[src/design/spc_pkg.sv]
package spc_pkg;

    // defaults for the top-level size parameters
    localparam int DEF_MAX_IN_CH  = 8;
    localparam int DEF_MAX_OUT_CH = 8;
    localparam int DEF_MAX_TAPS   = 8;
    localparam int DEF_MAX_LEN    = 4096;

    // internal widths, sized for the largest supported parameter values
    localparam int CHW = 7;   // channel count, up to 64
    localparam int CIW = 6;   // channel index
    localparam int KW  = 6;   // tap count, up to 32
    localparam int TIW = 5;   // tap index / ring time bits
    localparam int TW  = 17;  // time positions, up to 65536 plus padding

    // result budget per input beat
    localparam int MAX_RESULTS = 64;
    localparam int BW          = 7;

    // job queue depth between front and back
    localparam int QDEPTH = 4;
    localparam int QAW    = 2;

    // register indexes
    localparam logic [2:0] REG_IN_CH   = 3'd0;
    localparam logic [2:0] REG_OUT_CH  = 3'd1;
    localparam logic [2:0] REG_KLEN    = 3'd2;
    localparam logic [2:0] REG_STRIDE  = 3'd3;
    localparam logic [2:0] REG_PADDING = 3'd4;
    localparam logic [2:0] REG_IN_LEN  = 3'd5;
    localparam logic [2:0] REG_BIAS_EN = 3'd6;

    // request codes
    localparam logic [1:0] REQ_WEIGHT = 2'd0;
    localparam logic [1:0] REQ_BIAS   = 2'd1;
    localparam logic [1:0] REQ_SAMPLE = 2'd2;

    typedef enum logic [1:0] {
        JOB_WGT,
        JOB_BIAS,
        JOB_WIN,
        JOB_POS
    } job_kind_t;

    typedef struct packed {
        job_kind_t        kind;
        logic [8:0]       slot;
        logic [15:0]      value;
        logic [TIW-1:0]   win_t;
        logic [CIW-1:0]   win_c;
        logic [TW-1:0]    pos;
        logic             last;
    } job_t;

    // effective (clamped) configuration
    typedef struct packed {
        logic [CHW-1:0] cin;
        logic [CHW-1:0] cout;
        logic [KW-1:0]  k;
        logic [3:0]     s;
        logic [2:0]     p;
        logic [TW-1:0]  len;
        logic           bias_en;
    } cfg_t;

    typedef enum logic {
        F_IDLE,
        F_SCAN
    } front_state_t;

    typedef enum logic [2:0] {
        B_IDLE,
        B_START,
        B_MAC,
        B_DRAIN,
        B_OUT
    } back_state_t;

endpackage

[src/design/spc_queue.sv]
module spc_queue (
    input  logic          clk,
    input  logic          rst_n,
    input  logic          push,
    input  spc_pkg::job_t push_data,
    input  logic          pop,
    output spc_pkg::job_t pop_data,
    output logic          full,
    output logic          empty
);

    spc_pkg::job_t                  mem_reg [spc_pkg::QDEPTH];
    logic [spc_pkg::QAW-1:0]        wr_reg;
    logic [spc_pkg::QAW-1:0]        wr_next;
    logic [spc_pkg::QAW-1:0]        rd_reg;
    logic [spc_pkg::QAW-1:0]        rd_next;
    logic [spc_pkg::QAW:0]          cnt_reg;
    logic [spc_pkg::QAW:0]          cnt_next;
    logic                           do_push;
    logic                           do_pop;

    assign full     = (cnt_reg == (spc_pkg::QAW+1)'(spc_pkg::QDEPTH));
    assign empty    = (cnt_reg == '0);
    assign do_push  = push && !full;
    assign do_pop   = pop && !empty;
    assign pop_data = mem_reg[rd_reg];

    // pointer and fill count update
    always_comb
    begin
        wr_next  = do_push ? wr_reg + 1'b1 : wr_reg;
        rd_next  = do_pop ? rd_reg + 1'b1 : rd_reg;
        cnt_next = cnt_reg;
        if (do_push && !do_pop)
        begin
            cnt_next = cnt_reg + 1'b1;
        end
        else if (do_pop && !do_push)
        begin
            cnt_next = cnt_reg - 1'b1;
        end
    end

    always_ff @(posedge clk or negedge rst_n)
    begin
        if (!rst_n)
        begin
            wr_reg  <= '0;
            rd_reg  <= '0;
            cnt_reg <= '0;
        end
        else
        begin
            wr_reg  <= wr_next;
            rd_reg  <= rd_next;
            cnt_reg <= cnt_next;
        end
    end

    // entry storage
    always_ff @(posedge clk)
    begin
        if (do_push)
        begin
            mem_reg[wr_reg] <= push_data;
        end
    end

endmodule

[config.mk]
export PLATFORM = sky130hd
export DESIGN_NAME = spc_queue
export DESIGN_NICKNAME = d
export VERILOG_FILES = /design/src/design/spc_pkg.sv /design/src/design/spc_queue.sv
export SDC_FILE = /design/constraint.sdc
export NUM_CORES = 1
export LEC_CHECK = 0
export BUFFER_PORTS_ARGS = -buffer_cell sky130_fd_sc_hd__buf_2
export CAP_MARGIN = 20
export CORE_MARGIN = 4
export CORE_UTILIZATION = 57
export DETAILED_ROUTE_END_ITERATION = 8
export HOLD_SLACK_MARGIN = 0.06
export PLACE_DENSITY = 0.79
export SLEW_MARGIN = 20
export SYNTH_ARGS = -nofsm -noshare
export SYNTH_HDL_FRONTEND = slang
export SYNTH_SLANG_ARGS = --single-unit
[constraint.sdc]
create_clock -name clk -period 3.3 [get_ports clk]
set_input_delay 0.495 -clock clk [delete_from_list [all_inputs] [get_ports clk]]
set_output_delay 0.495 -clock clk [all_outputs]
set_load 0.01 [all_outputs]
* Word level (Yosys, flattened, before mapping)
Memory sizes are Yosys's and may differ from the RTL's.
Cells that the tools add are included.
** Word-level totals
- RAM bits :: 224
- Register bits after elaboration :: 7
- Input bits :: 60
- Word-level logic and storage cells :: 23
- Output and inout bits :: 58
- Memories kept :: 1
** Memory list
- mem_reg :: words 4, bits a word 56, rd ports 1, clocked after memory_dff 0, write ports 1, line spc_queue.sv:12 : spc_pkg::job_t mem_reg [spc_pkg::QDEPTH];
** Cells by class
- Reductions and logical operators :: 10
- Add/subtract/negate cells :: 4
- Multiplexer cells :: 4
- Eq/ne operators :: 1
** Operators by type and width (number)
- $mux 3 :: 2
- $add 2x1->2 const B :: 2
- $logic_and 1x1->1 :: 4
- $logic_not 1->1 :: 4
- $add 3x1->3 const B :: 1
- $eq 3x3->1 const B :: 1
- $logic_not 3->1 :: 1
- $sub 3x1->3 const B :: 1
- $mux 1 :: 2
- $reduce_bool 2->1 :: 1

* Logic depth before layout (Yosys ltp)
- Depth in word-level cells :: 7
- Gate-level depth with buffers :: 9
- Mapped depth without buffers :: 8

* Worst setup path after synthesis
OpenSTA, ideal clock, no wires.
- Path kind :: register to register
- Start point :: reg cnt_reg[2] (netlist name)
- End point :: mem mem_reg[0][0] (netlist name), enable pin
- Cell stages (with the launch flop) :: 5
- Clock period less this slack :: 2.574 ns
- Required time :: 2.880 ns
- Path buffers :: 1
- Slack :: 0.726 ns
- Data arrival time :: 2.155 ns
- Library setup time :: 0.420 ns
- Path through :: dfrtp_1 > nor3b_2 > nor2b_1 > buf_2 > and2_1
** Between the ends
- Longest elaborated chain between the ends :: 5
** RTL lines
- from (decl) :: line spc_queue.sv:17 : logic [spc_pkg::QAW:0] cnt_reg;
- from (signal assigned) :: line spc_queue.sv:56 : cnt_reg <= cnt_next;
- $eq 3x3->1 :: line spc_queue.sv:22 : assign full = (cnt_reg == (spc_pkg::QAW+1)'(spc_pkg::QDEPTH));
- named net full :: line spc_queue.sv:8 : output logic full,
- $logic_not 1->1 :: line spc_queue.sv:24 : assign do_push = push && !full;
- $logic_and 1x1->1 :: line spc_queue.sv:24
- named net do_push :: line spc_queue.sv:19 : logic do_push;
- $mux 1 :: line spc_queue.sv:63 : if (do_push)
- $mux 1 (not written as such) :: line spc_queue.sv:65 : mem_reg[wr_reg] <= push_data;
- to (decl) :: line spc_queue.sv:12
The timed path passes the listed nets, and every way through them passes these cells.

==> flow_summary.ini <==
[critical_path]
cp.arrival_ns = 2.28
worst_path_max_fanout = 25
crit_path_end_kind = primary output
path_class = register to primary output
cp.required_ns = 2.80
startpoint_type = register

[global_route]
grt_pass1_vias = 4106
gr-usage-all-layers_pct = 17.7
antenna_violations_before_repair = 1
grt_start_max_net_pins = 57
grt_total_ovfl = 0
grt_pass1_wl_um = 22700

[synth]
yosysMostFrequentCell = sky130_fd_sc_hd__edfxtp_1
syn-instance-count = 329
async_reset_ff_share_pct = 3.03
ys_warn_count = 0
synth_top_area_share_pct = 78.9
synth_area_leaders = sky130_fd_sc_hd__edfxtp_1, sky130_fd_sc_hd__mux4_2, sky130_fd_sc_hd__dfrtp_1
synth_net_count = 395
postSynthRegisterBits = 231
synth_enable_flop_cells = 224
synth_seq_area_share_pct = 81.0
synth_flop_type = sky130_fd_sc_hd__edfxtp_1
post_synth_num_cell_types = 21
avgSynthCellArea_um2 = 25.9
synthTopCellsByCount = sky130_fd_sc_hd__edfxtp_1, sky130_fd_sc_hd__mux4_2, sky130_fd_sc_hd__dfrtp_1
syn_area_um2 = 8520
synth.largest_area_cell = sky130_fd_sc_hd__edfxtp_1

[placement]
placement.cell_area_um2 = 9370
placedCellCount = 625
post-dp-hpwl_um = 8390
port_buffers = 117
gpl.final_weighted_congestion = 0.701

[clock_tree]
cts.reportedPaths.clkPinSlew_ns = 0.06
numClockSinks = 231
cts_tree = built
clk_latency_ns = 0.50
cts-root-to-sink-buffers = 3
cts_root_buf = sky130_fd_sc_hd__clkbuf_16
cts_max_level = 1
postCtsSetupRepairBufs = 0
tritoncts.num_buffers = 24

[floorplan]
pin_count = 118
floorplan.die_area_um2 = 17000
rows = 44
chipHeight_um = 130
chip_width_um = 130
core-area_um2 = 14600
floorplan.initialDensity_pct = 58.4

[sta]
setup_repair_after_global_routing_missed_its_margin = no
finClkSkew_ns = 0.00588
period_needed_ns = 2.78
max-slew-margin-rel_pct = 61.9
drv_slew = 0
fin_hold_ws_ns = 0.206
totalNegativeSetupSlack_ns = 0
tightest_slew_ns = 0.572
timing.final.setup_violations = 0
max_freq_ghz = 0.360
final.period_utilization_pct = 84.2
hold_violations = 0

[cells_and_area]
fillerInstances = 889
layout.cells.non_filler = 669
areaGrowthSynthToFinish_pct = 18.9
insertedDiodeCount = 0
flip_flop_count_of_the_largest_register_all_copies_and_words_added = 224
share_of_layout_cells_above_drive_strength_1_pct = 46.2
nets = 534
design_area_um2 = 10100

[drt]
detail_route.wirelength_um = 14400
vias = 3753
detail_route.iter0.violations = 248
detail_route.drc_violations = 0
drt_pre_antenna_iters = 4
wl_cell_um = 21.5
detail_route.vias_per_cell = 5.61
antenna_left = 0

[pwr]
power.density_nw_per_um2 = 911
leakagePower_nw = 3.52
post-layout-total-power_mw = 9.24
worst_ir_drop_vdd_mv = 0.529

[run]
max-cap-violations = 0

[status]
status = finished clean

[min_path]
worstHoldPathType = input port to register
==> report_power, final <==
group / internal, mW / switching, mW
Clock: 1.53 / 1.03
Sequential: 3.88 / 0.233
Combinational: 1.25 / 1.31
==> per-stage QoR <==
step | worst slack (ns) | util, %
2_1_floorplan | 0.726 | -
3_3_place_gp | 0.965 | 64.2
3_5_place_dp | 0.964 | 64.2
4_1_cts | 0.427 | 69.5
5_1_grt | 0.342 | 69.5
6_report | 0.522 | 69.5
==> per-layer routing <==
| layer | routed length [um] | track usage (%) | vias up |
|---|---|---|---|
| met5 | 7 | 0 | - |
| met4 | 264 | 4.83 | 2 |
| met3 | 870 | 3.81 | 26 |
| met2 | 7700 | 31.1 | 101 |
| met1 | 5540 | 22.6 | 1944 |
| li1 | - | - | 1680 |
==> cells by family after synthesis <==
kind of cell | count (synthesis) | share of synthesized area (%)
flip-flops | 231 | 81.0
adder cells (fa/ha/maj) | 6 | 0.969
multiplexers | 58 | 15.1
XOR/XNOR | 6 | 0.616
AND/OR/NAND/NOR | 10 | 0.734
buffers and inverters | 18 | 1.66
==> worst max-delay path, stage by stage, from the launching register on <==
cell	delay [ns]
sky130_fd_sc_hd__dfrtp_4	0.75
sky130_fd_sc_hd__buf_4	0.31
sky130_fd_sc_hd__mux4_2	0.54
sky130_fd_sc_hd__buf_2	0.16
==> path summary, 6_finish.rpt <==
path	startpoint	end	slack, ns	cells past startpoint
max	rd_reg[0]	pop_data[43]	0.52	3
min	push_data[50]	mem_reg[0][50]	0.21	1
max reg2reg	cnt_reg[2]	cnt_reg[2]	1.12	8
min reg2reg	cnt_reg[2]	cnt_reg[2]	0.49	1
max in group asynchronous	rst_n	rd_reg[0]	2.72	2
min in group asynchronous	rst_n	cnt_reg[1]	0.39	2
==> repair_timing <==
| item | 4_1_cts | 5_1_grt |
|---|---|---|
| endpoints found under the setup margin | 0 | 0 |
| endpoints found under the hold margin | 7 | 0 |
| resized for setup | 0 | 0 |
| hold buffers | 1 | 0 |
==> final cells by class <==
type	count	area (um^2)	area share [%]
Multi-Input combinational cell	80	1490	14.7
Clock buffer	27	633	6.24
Timing Repair Buffer	127	738	7.28
Sequential cell	231	6910	68.1
Tap cell	184	230	2.27
Inverter	4	15.0	0.148
Clock inverter	16	129	1.27
==> cell usage in the layout (no fill, tap or decap) <==
cell type	count
sky130_fd_sc_hd__clkbuf_1	2
sky130_fd_sc_hd__inv_8	1
sky130_fd_sc_hd__nor2_1	1
sky130_fd_sc_hd__or3_1	1
sky130_fd_sc_hd__buf_4	3
sky130_fd_sc_hd__dfrtp_2	1
sky130_fd_sc_hd__bufinv_16	2
sky130_fd_sc_hd__nand2_1	1
sky130_fd_sc_hd__dfrtp_1	5
sky130_fd_sc_hd__buf_12	6
sky130_fd_sc_hd__edfxtp_1	224
sky130_fd_sc_hd__xor2_1	2
sky130_fd_sc_hd__nor3b_2	1
sky130_fd_sc_hd__clkbuf_16	25
sky130_fd_sc_hd__clkinv_2	4
sky130_fd_sc_hd__clkinvlp_4	1
sky130_fd_sc_hd__and2_2	4
sky130_fd_sc_hd__xnor2_1	4
sky130_fd_sc_hd__clkinv_1	8
sky130_fd_sc_hd__mux2_2	2
sky130_fd_sc_hd__nor2b_1	1
sky130_fd_sc_hd__nand3_1	1
sky130_fd_sc_hd__ha_1	5
sky130_fd_sc_hd__fa_1	1
sky130_fd_sc_hd__dfrtp_4	1
sky130_fd_sc_hd__mux4_2	56
sky130_fd_sc_hd__buf_2	117
sky130_fd_sc_hd__dlygate4sd3_1	1
sky130_fd_sc_hd__inv_1	4
Note: power is estimated with default switching activity, not from simulation.
