`src/design/spc_pkg.sv`:
```
package spc_pkg;

    // defaults for the top-level size parameters
    localparam int DEF_MAX_IN_CH  = 8;
    localparam int DEF_MAX_OUT_CH = 8;
    localparam int DEF_MAX_TAPS   = 8;
    localparam int DEF_MAX_LEN    = 4096;

    // internal widths, sized for the largest supported parameter values
    localparam int CHW = 7;   // channel count, up to 64
    localparam int CIW = 6;   // channel index
    localparam int KW  = 6;   // tap count, up to 32
    localparam int TIW = 5;   // tap index / ring time bits
    localparam int TW  = 17;  // time positions, up to 65536 plus padding

    // result budget per input beat
    localparam int MAX_RESULTS = 64;
    localparam int BW          = 7;

    // job queue depth between front and back
    localparam int QDEPTH = 4;
    localparam int QAW    = 2;

    // register indexes
    localparam logic [2:0] REG_IN_CH   = 3'd0;
    localparam logic [2:0] REG_OUT_CH  = 3'd1;
    localparam logic [2:0] REG_KLEN    = 3'd2;
    localparam logic [2:0] REG_STRIDE  = 3'd3;
    localparam logic [2:0] REG_PADDING = 3'd4;
    localparam logic [2:0] REG_IN_LEN  = 3'd5;
    localparam logic [2:0] REG_BIAS_EN = 3'd6;

    // request codes
    localparam logic [1:0] REQ_WEIGHT = 2'd0;
    localparam logic [1:0] REQ_BIAS   = 2'd1;
    localparam logic [1:0] REQ_SAMPLE = 2'd2;

    typedef enum logic [1:0] {
        JOB_WGT,
        JOB_BIAS,
        JOB_WIN,
        JOB_POS
    } job_kind_t;

    typedef struct packed {
        job_kind_t        kind;
        logic [8:0]       slot;
        logic [15:0]      value;
        logic [TIW-1:0]   win_t;
        logic [CIW-1:0]   win_c;
        logic [TW-1:0]    pos;
        logic             last;
    } job_t;

    // effective (clamped) configuration
    typedef struct packed {
        logic [CHW-1:0] cin;
        logic [CHW-1:0] cout;
        logic [KW-1:0]  k;
        logic [3:0]     s;
        logic [2:0]     p;
        logic [TW-1:0]  len;
        logic           bias_en;
    } cfg_t;

    typedef enum logic {
        F_IDLE,
        F_SCAN
    } front_state_t;

    typedef enum logic [2:0] {
        B_IDLE,
        B_START,
        B_MAC,
        B_DRAIN,
        B_OUT
    } back_state_t;

endpackage

```
`src/design/spc_front.sv`:
```
module spc_front (
    input  logic                 clk,
    input  logic                 rst_n,
    input  spc_pkg::cfg_t        cfg,
    input  logic                 req_valid,
    output logic                 req_stall,
    input  logic [1:0]           req_type,
    input  logic [8:0]           slot,
    input  logic signed [15:0]   value,
    input  logic                 q_full,
    output logic                 q_push,
    output spc_pkg::job_t        q_data
);

    localparam int MW = spc_pkg::TW + 5;

    spc_pkg::front_state_t      state_reg;
    spc_pkg::front_state_t      state_next;
    logic [spc_pkg::TW-1:0]     tcnt_reg;
    logic [spc_pkg::TW-1:0]     tcnt_next;
    logic [spc_pkg::CIW-1:0]    ccnt_reg;
    logic [spc_pkg::CIW-1:0]    ccnt_next;
    logic [spc_pkg::TW-1:0]     nxt_reg;
    logic [spc_pkg::TW-1:0]     nxt_next;
    logic [spc_pkg::BW-1:0]     budget_reg;
    logic [spc_pkg::BW-1:0]     budget_next;

    logic                       accept;
    logic                       complete;
    logic [MW-1:0]              os0;
    logic [MW-1:0]              end0;
    logic [MW-1:0]              end1;
    logic [MW-1:0]              lim_seq;
    logic [MW-1:0]              lim_seen;
    logic                       inrange0;
    logic                       rdy0;
    logic                       rdy1;
    logic [spc_pkg::BW-1:0]     budget_left;
    logic                       go;
    logic                       drained;
    logic                       keep;
    logic [spc_pkg::TW-1:0]     t0;
    logic [spc_pkg::CIW-1:0]    c0;
    logic [spc_pkg::CHW-1:0]    c_inc;

    assign req_stall = (state_reg != spc_pkg::F_IDLE) || q_full;
    assign accept    = req_valid && !req_stall;

    // readiness of the next two output positions
    always_comb
    begin
        complete    = (tcnt_reg >= cfg.len);
        os0         = MW'(nxt_reg) * MW'(cfg.s);
        end0        = os0 + MW'(cfg.k);
        end1        = end0 + MW'(cfg.s);
        lim_seq     = MW'(cfg.len) + MW'({cfg.p, 1'b0});
        lim_seen    = MW'(tcnt_reg) + MW'(cfg.p);
        inrange0    = (end0 <= lim_seq);
        rdy0        = inrange0 && (complete || end0 <= lim_seen);
        rdy1        = (end1 <= lim_seq) && (complete || end1 <= lim_seen);
        budget_left = budget_reg - spc_pkg::BW'(cfg.cout);
        go          = rdy0 && (budget_reg >= spc_pkg::BW'(cfg.cout));
    end

    // sample bookkeeping on an accepted beat
    always_comb
    begin
        drained = complete && !inrange0;
        keep    = !complete || drained;
        t0      = drained ? '0 : tcnt_reg;
        c0      = drained ? '0 : ccnt_reg;
        c_inc   = spc_pkg::CHW'(c0) + 1'b1;
    end

    // next state
    always_comb
    begin
        state_next = state_reg;
        unique case (state_reg)
            spc_pkg::F_IDLE:
            begin
                if (accept && req_type == spc_pkg::REQ_SAMPLE)
                begin
                    state_next = spc_pkg::F_SCAN;
                end
            end
            spc_pkg::F_SCAN:
            begin
                if (!go)
                begin
                    state_next = spc_pkg::F_IDLE;
                end
            end
            default:
            begin
                state_next = spc_pkg::F_IDLE;
            end
        endcase
    end

    // outputs and counter updates
    always_comb
    begin
        q_push       = 1'b0;
        q_data       = '0;
        q_data.slot  = slot;
        q_data.value = value;
        tcnt_next    = tcnt_reg;
        ccnt_next    = ccnt_reg;
        nxt_next     = nxt_reg;
        budget_next  = budget_reg;
        unique case (state_reg)
            spc_pkg::F_IDLE:
            begin
                if (accept)
                begin
                    case (req_type)
                        spc_pkg::REQ_WEIGHT:
                        begin
                            q_push      = 1'b1;
                            q_data.kind = spc_pkg::JOB_WGT;
                        end
                        spc_pkg::REQ_BIAS:
                        begin
                            q_push      = 1'b1;
                            q_data.kind = spc_pkg::JOB_BIAS;
                        end
                        spc_pkg::REQ_SAMPLE:
                        begin
                            budget_next = spc_pkg::BW'(spc_pkg::MAX_RESULTS);
                            if (keep)
                            begin
                                q_push       = 1'b1;
                                q_data.kind  = spc_pkg::JOB_WIN;
                                q_data.win_t = t0[spc_pkg::TIW-1:0];
                                q_data.win_c = c0;
                                nxt_next     = drained ? '0 : nxt_reg;
                                if (c_inc >= cfg.cin)
                                begin
                                    ccnt_next = '0;
                                    tcnt_next = t0 + 1'b1;
                                end
                                else
                                begin
                                    ccnt_next = c_inc[spc_pkg::CIW-1:0];
                                    tcnt_next = t0;
                                end
                            end
                        end
                        default:
                        begin
                            q_push = 1'b0;
                        end
                    endcase
                end
            end
            spc_pkg::F_SCAN:
            begin
                if (go && !q_full)
                begin
                    q_push      = 1'b1;
                    q_data.kind = spc_pkg::JOB_POS;
                    q_data.pos  = nxt_reg;
                    q_data.last = !(rdy1 && budget_left >= spc_pkg::BW'(cfg.cout));
                    nxt_next    = nxt_reg + 1'b1;
                    budget_next = budget_left;
                end
            end
            default:
            begin
                q_push = 1'b0;
            end
        endcase
    end

    always_ff @(posedge clk or negedge rst_n)
    begin
        if (!rst_n)
        begin
            state_reg  <= spc_pkg::F_IDLE;
            tcnt_reg   <= '0;
            ccnt_reg   <= '0;
            nxt_reg    <= '0;
            budget_reg <= '0;
        end
        else
        begin
            state_reg  <= state_next;
            tcnt_reg   <= tcnt_next;
            ccnt_reg   <= ccnt_next;
            nxt_reg    <= nxt_next;
            budget_reg <= budget_next;
        end
    end

endmodule

```
`config.mk`:
```
export PLATFORM = sky130hd
export DESIGN_NAME = spc_front
export DESIGN_NICKNAME = d
export VERILOG_FILES = /design/src/design/spc_pkg.sv /design/src/design/spc_front.sv
export SDC_FILE = /design/constraint.sdc
export NUM_CORES = 1
export LEC_CHECK = 0
export BUFFER_PORTS_ARGS = -buffer_cell sky130_fd_sc_hd__buf_4
export CORE_ASPECT_RATIO = 1.1
export CORE_MARGIN = 2
export CORE_UTILIZATION = 55
export CTS_BUF_LIST = sky130_fd_sc_hd__clkbuf_4
export CTS_CLUSTER_DIAMETER = 200
export DETAILED_ROUTE_END_ITERATION = 10
export GPL_TIMING_DRIVEN = 0
export PLACE_DENSITY_LB_ADDON = 0.08
export SLEW_MARGIN = 20
export SYNTH_ARGS = -nofsm -noshare
export SYNTH_HDL_FRONTEND = slang
export SYNTH_SLANG_ARGS = --single-unit
```
`constraint.sdc`:
```
create_clock -name clk -period 10.3 [get_ports clk]
set_input_delay 2.06 -clock clk [delete_from_list [all_inputs] [get_ports clk]]
set_output_delay 2.06 -clock clk [all_outputs]
set_load 0.005 [all_outputs]
```
# == Word-level counts from Yosys, hierarchy flattened ==
# Cells that the tools add are included.
# totals
regBits,48
out_inout_bits,58
elab_cells,85
# op_classes
multipliers,1
eq_ne,7
mux,33
bitwise_logic,1
add_sub_neg,8
n_lt_le_gt_ge,8
n_reduce_logical,22
# op_table
operator,count
$mux 17,7
$le 22x18->1,4
$mux 11,4
$mux 18,2
$add 17x1->17 const B,2
$pmux 17 s2,1
$add 21x6->22,1
$add 22x4->22,1
$ge 7x7->1,3
$mul 17x4->21,1
$mux 7,3
$add 17x3->18,1
$add 17x4->18,1
$ge 17x17->1,1
$pmux 7 s2,1
$mux 6,2
$logic_and 1x1->1,8
$ne 2x2->1 const B,4
$pmux 2 s2,2
$add 6x1->7 const B,1
$sub 7x7->7,1
$mux 2,3
$pmux 1 s2,3
$logic_not 1->1,5
other kinds (11),18

# == Longest topological paths before layout ==
# Gate-level depths: netlist of the first run.
# logic_depth
ltp_word,10
mapped_depth,37

# == Worst setup path after synthesis of the first run ==
# Ideal clock, no wire load.
# synth_path
path_type,input -> output
start,in cfg[23] in the netlist's numbering
end,out q_data[0] in the netlist's numbering
path_buffers,1
arrival_ns,7.873
cell_stages,24
required_ns,8.240
path_slack_ns,0.367
cell_sequence,clkbuf_1 -> and2_1 -> fa_1 -> fa_1 -> fa_1 -> ha_1 -> and2_1 -> a221oi_2 -> nand2_1 -> xor2_1 -> and4_1 -> nand2_1 -> nor4_1 -> nand3_1 -> xnor2_1 -> ha_1 -> a21o_1 -> a21o_1 -> a21oi_1 -> nor2b_1 -> o221ai_1 -> a32o_1 -> nor4b_1 -> a21boi_0
# synth_rtl
element,line,text
from (decl),spc_front.sv:4,"input spc_pkg::cfg_t cfg,"
to (decl),spc_front.sv:12,output spc_pkg::job_t q_data

==> summary.md, run 1 <==
| Metric | Value |
|---|---|
| Fin crit period | `10.08 ns` |
| Critical Path RT | `8.24 ns` |
| Skew final | `about 0.024 ns` |
| Port Buffers | `106` |
| Worst-path fanout max | `10` |
| Rows | `49` |
| H-tree levels | `2` |
| Clock sinks | `48` |
| DR vias | `8,428` |
| Hold Path Class | `reg -> reg` |
| Flops & latches, synth | `48` |
| Worst-Skew Late Latency | `about 0.42 ns` |
| Share of the yosys chip area belonging to registers | `13.20%` |
| Final Hold Vio Count | `0` |
| Share of cells above drive strength 1 | `19.38%` |
| CTS Buffer Depth | `2` |
| Max VDD drop | `0.00007785 V` |
| Max_slew headroom | `22.85%` |
| Reg2reg setup slack | `1.71 ns` |
| Placed Cells | `1,443` |
| Arrival time worst endpoint | `around 8.0 ns` |
| Starting density of the core | `between 50% and 60%` |
| Worst slew pin tran | `roughly 1.2 ns` |
| Leakage power | `5.555 nW` |
| Filler cells | `1,416` |
| Die Ht | `138.9 um` |
| Post-Route WL | `roughly 24 mm` |
| Area post-placement | `0.01017 sq mm` |
| Routed vias/inst | `5.737` |
| Final core utilization | `between 60% and 70%` |
| Largest net degree at the start of global routing | `49` |
| Initial antenna violation count | `1` |
| First-pass GRT wire length | `38.76 mm` |
| Slew Viols, Final | `0` |
| Die X | `126.7 um` |
| Syn Inst Count | `1,132` |
| TritonRoute pass-1 iters | `7` |
| CTS clk-pin slew, worst paths | `0.16 ns` |
| Ys async rst share | `between 90% and 100%` |
| CP Class | `in -> out` |
| # DRC | `0` |
| Die area | `between 0.015 and 0.02 sq mm` |
| CTS tree | `built` |
| Root Buffer | `clkbuf_4` |
| Gr ovfl total | `0` |
| Footprint of the multi-input gates | `0.007559 sq mm` |
| Post-synth EDFFs | `0` |
| Fmax | `~99 MHz` |
| Non-filler cells, final | `1,469` |
| Area of the core | `around 0.016 sq mm` |
| Num CTS Buffers | `5` |
| Final instance area | `0.01073 sq mm` |
| Final #Nets | `around 1,500` |
| Leading cell type in the layout, fill and taps excluded | `ha_1` |
| Outcome | `finished clean` |
| Antenna Nets Post-Route | `0` |
| Synth Warn # | `0` |
| Most frequent cells in the layout | `163 x ha_1, 155 x buf_4, 109 x nand2_1, 97 x inv_1, 72 x a21oi_1` |
| Vias in the first global route | `8,059` |
| PwrDens | `a little under 80 mW/mm^2` |
| Setup crit end kind | `output pin` |
| GRT Overall Usage | `26.63%` |
| Initial DRC count | `about 460` |
| Area grow syn2layout | `17.89%` |
| Number of max-cap violations | `0` |
| CP Launch Type | `input pin` |
| GP Congestion | `0.9125` |
| FF+latch area | `between 0.001 and 0.0015 sq mm` |
| Setup violations, final | `0` |
| I/O pins | `134` |
| Syn Area/Cell | `8.040 sq um` |
| Post-route clock period utilization | `97.91%` |
| Main flop type after synthesis | `dfrtp_1` |
| Routed len/inst | `around 16 um` |
| Synth Net Count | `1,413` |
| Post-synthesis cell area | `0.009101 sq mm` |
| Detailed placement HPWL | `19.36 mm` |
| Number of library cell types mapped by synthesis | `66` |
## per-stage QoR
stage | setup slack [ns] | hold slack, ns | TNS [ns] | power, W
6_report | 0.2155 | 0.5573 | 0 | 0.0008363
5_1_grt | -0.09211 | 0.5862 | -0.7116 | 0.0009242
4_1_cts | 0.01774 | 0.5612 | 0 | 0.0008269
3_5_place_dp | -0.9798 | 0.5357 | -21.69 | 0.0007191
3_3_place_gp | -1.173 | 0.5232 | -24.07 | 0.0007087
2_1_floorplan | 0.3673 | 0.4896 | 0 | 0.0005829
## critical path, stage by stage
cell	delay [ns]
buf_4	0.14
buf_4	0.17
and2_1	0.15
fa_1	0.46
fa_1	0.59
fa_1	0.47
ha_4	0.30
and2_4	0.18
a221oi_4	0.34
a211o_1	0.26
a21oi_2	0.09
o21ai_2	0.18
a21oi_1	0.12
a31oi_2	0.20
buf_4	0.18
ha_1	0.23
nand2_1	0.07
o21ai_0	0.19
nor2_1	0.13
nand2_1	0.10
o221ai_4	0.24
nand4b_4	0.25
or2_1	0.39
buf_4	0.21
o21ai_1	0.15
buf_4	0.13
## kinds of logic (layout without fill, tap and decap cells)
| group | Yosys count | count (layout) | synth area share, % |
|---|---|---|---|
| xor gates and xnor gates | 87 | 87 | 8.372 |
| other | 0 | 1 | 0 |
| AOI/OAI and AO/OA | 224 | 224 | 15.51 |
| DFF | 48 | 48 | 13.20 |
| and+or+nand+nor | 408 | 409 | 23.36 |
| muxes | 5 | 5 | 0.5499 |
| adders and majority gates | 205 | 205 | 31.40 |
| buffers and inverters | 155 | 286 | 7.616 |
## per-layer routing
layer	routed length [um]	vias to the layer above	track usage [%]	share of wire (%)
met5	0	-	0	0
met3	1375	35	4.012	5.7
met1	10800	3941	36.39	45
met4	467	0	6.536	2.0
met2	11300	241	44.36	47
li1	-	4211	-	-
## worst paths after layout
kind,from,endpoint,cells after the start
worst max-delay path,cfg[22],q_data[55],26
min in group asynchronous,rst_n,nxt_reg[16]$_DFFE_PN0P_,1
worst min register to register,budget_reg[5]$_DFFE_PN0P_,budget_reg[5]$_DFFE_PN0P_,2
worst min-delay path,budget_reg[5]$_DFFE_PN0P_,budget_reg[5]$_DFFE_PN0P_,2
worst max register to register,nxt_reg[2]$_DFFE_PN0P_,tcnt_reg[16]$_DFFE_PN0P_,36
max in group asynchronous,rst_n,tcnt_reg[12]$_DFFE_PN0P_,1
## cell usage after synthesis, types with 5 or more instances
| cell type | number | area [sq um] |
|---|---|---|
| a211oi_1 | 6 | 45.04 |
| a21o_1 | 33 | 247.7 |
| a21oi_1 | 78 | 390.4 |
| a31oi_1 | 5 | 31.28 |
| and2_1 | 66 | 412.9 |
| and3_1 | 16 | 100.1 |
| buf_4 | 28 | 210.2 |
| clkbuf_1 | 22 | 82.58 |
| dfrtp_1 | 48 | 1201 |
| fa_1 | 39 | 780.8 |
| ha_1 | 166 | 2077 |
| inv_1 | 99 | 371.6 |
| mux2i_1 | 5 | 50.05 |
| nand2_1 | 113 | 424.2 |
| nand2b_1 | 11 | 68.82 |
| nand3_1 | 39 | 195.2 |
| nand3b_1 | 5 | 37.54 |
| nand4_1 | 28 | 175.2 |
| nor2_1 | 61 | 229.0 |
| nor2b_1 | 9 | 56.30 |
| nor3_1 | 18 | 90.09 |
| nor4_1 | 9 | 56.30 |
| o211ai_1 | 5 | 37.54 |
| o21ai_0 | 47 | 235.2 |
| o31ai_1 | 12 | 90.09 |
| or3_1 | 9 | 56.30 |
| or4_1 | 6 | 45.04 |
| xnor2_1 | 64 | 560.5 |
| xor2_1 | 23 | 201.4 |
## report_power, final
group,total [W],switching (W),internal (W)
Sequential,0.000230,0.0000233,0.000207
Combinational,0.000511,0.000281,0.000230
Clock,0.0000954,0.0000675,0.0000279
## area by class of cell
cell class	count	area share, %
repair buffers	127	8.898
flip-flops and latches	48	11.20
well taps	204	2.379
clock inverters	1	0.04665
inverters	99	3.464
plain buffers	53	3.125
clock buffers	6	0.4198
multi-input cells	930	70.45
diodes	1	0.02332
## timing repair
item | 4_1_cts | 5_1_grt
gates resized for setup | 36 | 52
endpoints found under the hold margin | 0 | 0
hold buffers | 0 | 0
pin swaps | 5 | 14
setup buffers | 8 | 12
endpoints found under the setup margin | 27 | 30
cloned | 0 | 1
Power figures use the tool's default switching activity.
==> inputs of run 2 (changes only) <==
--- a/config.mk
+++ b/config.mk
@@ -5,13 +5,13 @@
 export SDC_FILE = /design/constraint.sdc
 export NUM_CORES = 1
 export LEC_CHECK = 0
-export BUFFER_PORTS_ARGS = -buffer_cell sky130_fd_sc_hd__buf_4
 export CORE_ASPECT_RATIO = 1.1
 export CORE_MARGIN = 2
-export CORE_UTILIZATION = 55
+export CORE_UTILIZATION = 61
 export CTS_BUF_LIST = sky130_fd_sc_hd__clkbuf_4
 export CTS_CLUSTER_DIAMETER = 200
 export DETAILED_ROUTE_END_ITERATION = 10
+export DONT_BUFFER_PORTS = 1
 export GPL_TIMING_DRIVEN = 0
 export PLACE_DENSITY_LB_ADDON = 0.08
 export SLEW_MARGIN = 20
==> summary.md, run 2 (same netlist as run 1, synthesis figures left out) <==
| Metric | Value |
|---|---|
| Max_slew headroom | `35.50% (+13 points)` |
| Arrival time worst endpoint | `8.07 ns (+0.05 ns)` |
| GRT Overall Usage | `28.92% (+2.3 points)` |
| Max VDD drop | `0.00009200 V (+18%)` |
| Final #Nets | `1,436 (-7.1%)` |
| GP Congestion | `0.9200 (+0.82%)` |
| Worst-path fanout max | `10 (unchanged)` |
| DR vias | `8,078 (-4.2%)` |
| Tot Pwr | `0.0008159 W (-2.4%)` |
| Area post-placement | `0.009353 sq mm (-8.0%)` |
| Worst-Skew Late Latency | `0.40 ns (-0.02 ns)` |
| Area of the core | `0.01450 sq mm (-11%)` |
| Final instance area | `0.009748 sq mm (-9.1%)` |
| H-tree levels | `2 (unchanged)` |
| Outcome | `finished clean` |
| Die Ht | `132.1 um (-4.9%)` |
| TritonRoute pass-1 iters | `5 (-2)` |
| Gr ovfl total | `0 (unchanged)` |
| Share of cells above drive strength 1 | `9.185% (-10 points)` |
| Most frequent cells in the layout | `165 x ha_1, 113 x nand2_1, 99 x inv_1, 76 x a21oi_1, 65 x and2_1` |
| Rows | `46 (-6.1%)` |
| Port Buffers | `0 (-100%)` |
| Number of max-cap violations | `0 (unchanged)` |
| Routed len/inst | `17.13 um (+5.1%)` |
| Num CTS Buffers | `5 (unchanged)` |
| Initial antenna violation count | `0 (-1)` |
| Die X | `120.5 um (-4.9%)` |
| I/O pins | `134 (unchanged)` |
| PwrDens | `83.70 mW/mm^2 (+7.4%)` |
| Hold Path Class | `reg -> reg` |
| Final Hold Vio Count | `0 (unchanged)` |
| CTS clk-pin slew, worst paths | `0.14 ns (-0.02 ns)` |
| Diodes inserted | `0 (-1)` |
| Setup crit end kind | `output pin` |
| # DRC | `0 (unchanged)` |
| First-pass GRT wire length | `37.73 mm (-2.7%)` |
| Post-Route WL | `23.06 mm (-3.7%)` |
| CTS Buffer Depth | `2 (unchanged)` |
| Leakage power | `4.981 nW (-10%)` |
| Root Buffer | `clkbuf_4` |
| Unrepaired setup endpoints after global routing | `yes` |
| Vias in the first global route | `7,832 (-2.8%)` |
| Starting density of the core | `62.75% (+6.7 points)` |
| Detailed placement HPWL | `18.79 mm (-2.9%)` |
| Slew Viols, Final | `0 (unchanged)` |
| Area grow syn2layout | `7.108%` |
| Fin crit period | `10.13 ns (+0.04580 ns)` |
| CP Launch Type | `input pin` |
| Die area | `0.01591 sq mm (-9.5%)` |
| Initial DRC count | `433 (-5.5%)` |
| Leading cell type in the layout, fill and taps excluded | `ha_1` |
| Critical Path RT | `8.24 ns (about the same)` |
| Worst slew pin tran | `0.9617 ns (-0.1886 ns)` |
| Routed vias/inst | `6.001 (+4.6%)` |
| CTS tree | `built` |
| Clock sinks | `48 (unchanged)` |
| Hold Slack | `0.5566 ns (-0.0006860 ns)` |
| Antenna Nets Post-Route | `0 (unchanged)` |
| CP Class | `in -> out` |
| Filler cells | `1,288 (-9.0%)` |
| Largest net degree at the start of global routing | `49 (unchanged)` |
| Fmax | `98.71 MHz (-0.45%)` |
| Post-route clock period utilization | `98.35% (+0.44 points)` |
| Setup violations, final | `0 (unchanged)` |
| Skew final | `0.01185 ns (-0.01201 ns)` |
[run 2: cell count changes in the layout (fill, tap and decap cells not counted), moves of 3 or more]
cell	before	now
clkbuf_2	3	7
a21oi_1	72	76
buf_4	155	44
nand2_2	5	1
nand2_1	109	113
o21ai_0	43	46
a21oi_2	7	4
[run 2: worst paths after layout]
check | start | endpoint | slack [ns] | cells after the start
setup / recovery | cfg[24] | q_data[0] | 0.17 | 27
hold / removal | budget_reg[2]$_DFFE_PN0P_ | budget_reg[2]$_DFFE_PN0P_ | 0.56 | 2
setup reg to reg | nxt_reg[2]$_DFFE_PN0P_ | tcnt_reg[9]$_DFFE_PN0P_ | 1.67 | 35
hold reg to reg | budget_reg[2]$_DFFE_PN0P_ | budget_reg[2]$_DFFE_PN0P_ | 0.56 | 2
max in group asynchronous | rst_n | tcnt_reg[3]$_DFFE_PN0P_ | 8.86 | 0
min in group asynchronous | rst_n | nxt_reg[11]$_DFFE_PN0P_ | 1.33 | 0
[run 2: metrics by stage]
stage	util (%)	TNS (ns)	std cells	worst slack, ns
global route	67.21	-1.299	1346	-0.1668
CTS	65.88	-0.004007	1334	-0.004007
global placement	64.41	-17.14	1324	-0.9955
floorplan	-	0	1132	0.3673
finish	67.21	0	1346	0.1697
detailed placement	64.48	-11.05	1324	-0.7043
[run 2: power breakdown]
part	switching (W)	internal [W]
Clock	0.0000672	0.0000487
Sequential	0.0000242	0.000207
Combinational	0.000263	0.000206
Total	0.000354	0.000461
[run 2: critical path, stage by stage]
cell	delay, ns
clkbuf_2	0.20
nand2_1	0.12
fa_1	0.56
inv_1	0.06
fa_1	0.53
inv_1	0.05
fa_1	0.39
inv_1	0.07
ha_1	0.27
and2_4	0.18
a221oi_4	0.34
a211o_1	0.24
nand2_1	0.13
xor2_2	0.21
nand3_2	0.15
nor4_4	0.39
nand3_2	0.14
xnor2_2	0.20
ha_1	0.28
a21o_1	0.19
a21o_1	0.17
a21oi_1	0.20
nor2b_1	0.18
o221ai_1	0.12
a32o_1	0.30
nor4b_2	0.22
a21boi_1	0.13
[run 2: final cells by class]
cell class / count / area [sq um] / area share, %
plain buffers: 55 / 331.6 / 3.401
well taps: 192 / 240.2 / 2.464
inverters: 99 / 371.6 / 3.812
repair buffers: 16 / 120.1 / 1.232
flip-flops and latches: 48 / 1201 / 12.32
clock buffers: 5 / 37.54 / 0.3851
clock inverters: 1 / 30.03 / 0.3080
multi-input cells: 930 / 7416 / 76.07
[run 2: what timing repair did]
action | CTS | global route
gates resized for setup | 20 | 24
endpoints found under the setup margin | 21 | 31
buffers inserted | 4 | 12
hold buffers | 0 | 0
gates cloned | 0 | 1
pin swaps | 2 | 7
[run 2: routing by layer]
metal	share of wire, %	GRT usage, %	up-vias
met5	0	0	-
met4	1.6	6.137	0
met3	6.3	4.066	27
met2	47	49.34	227
met1	45	38.99	3835
li1	-	-	3989
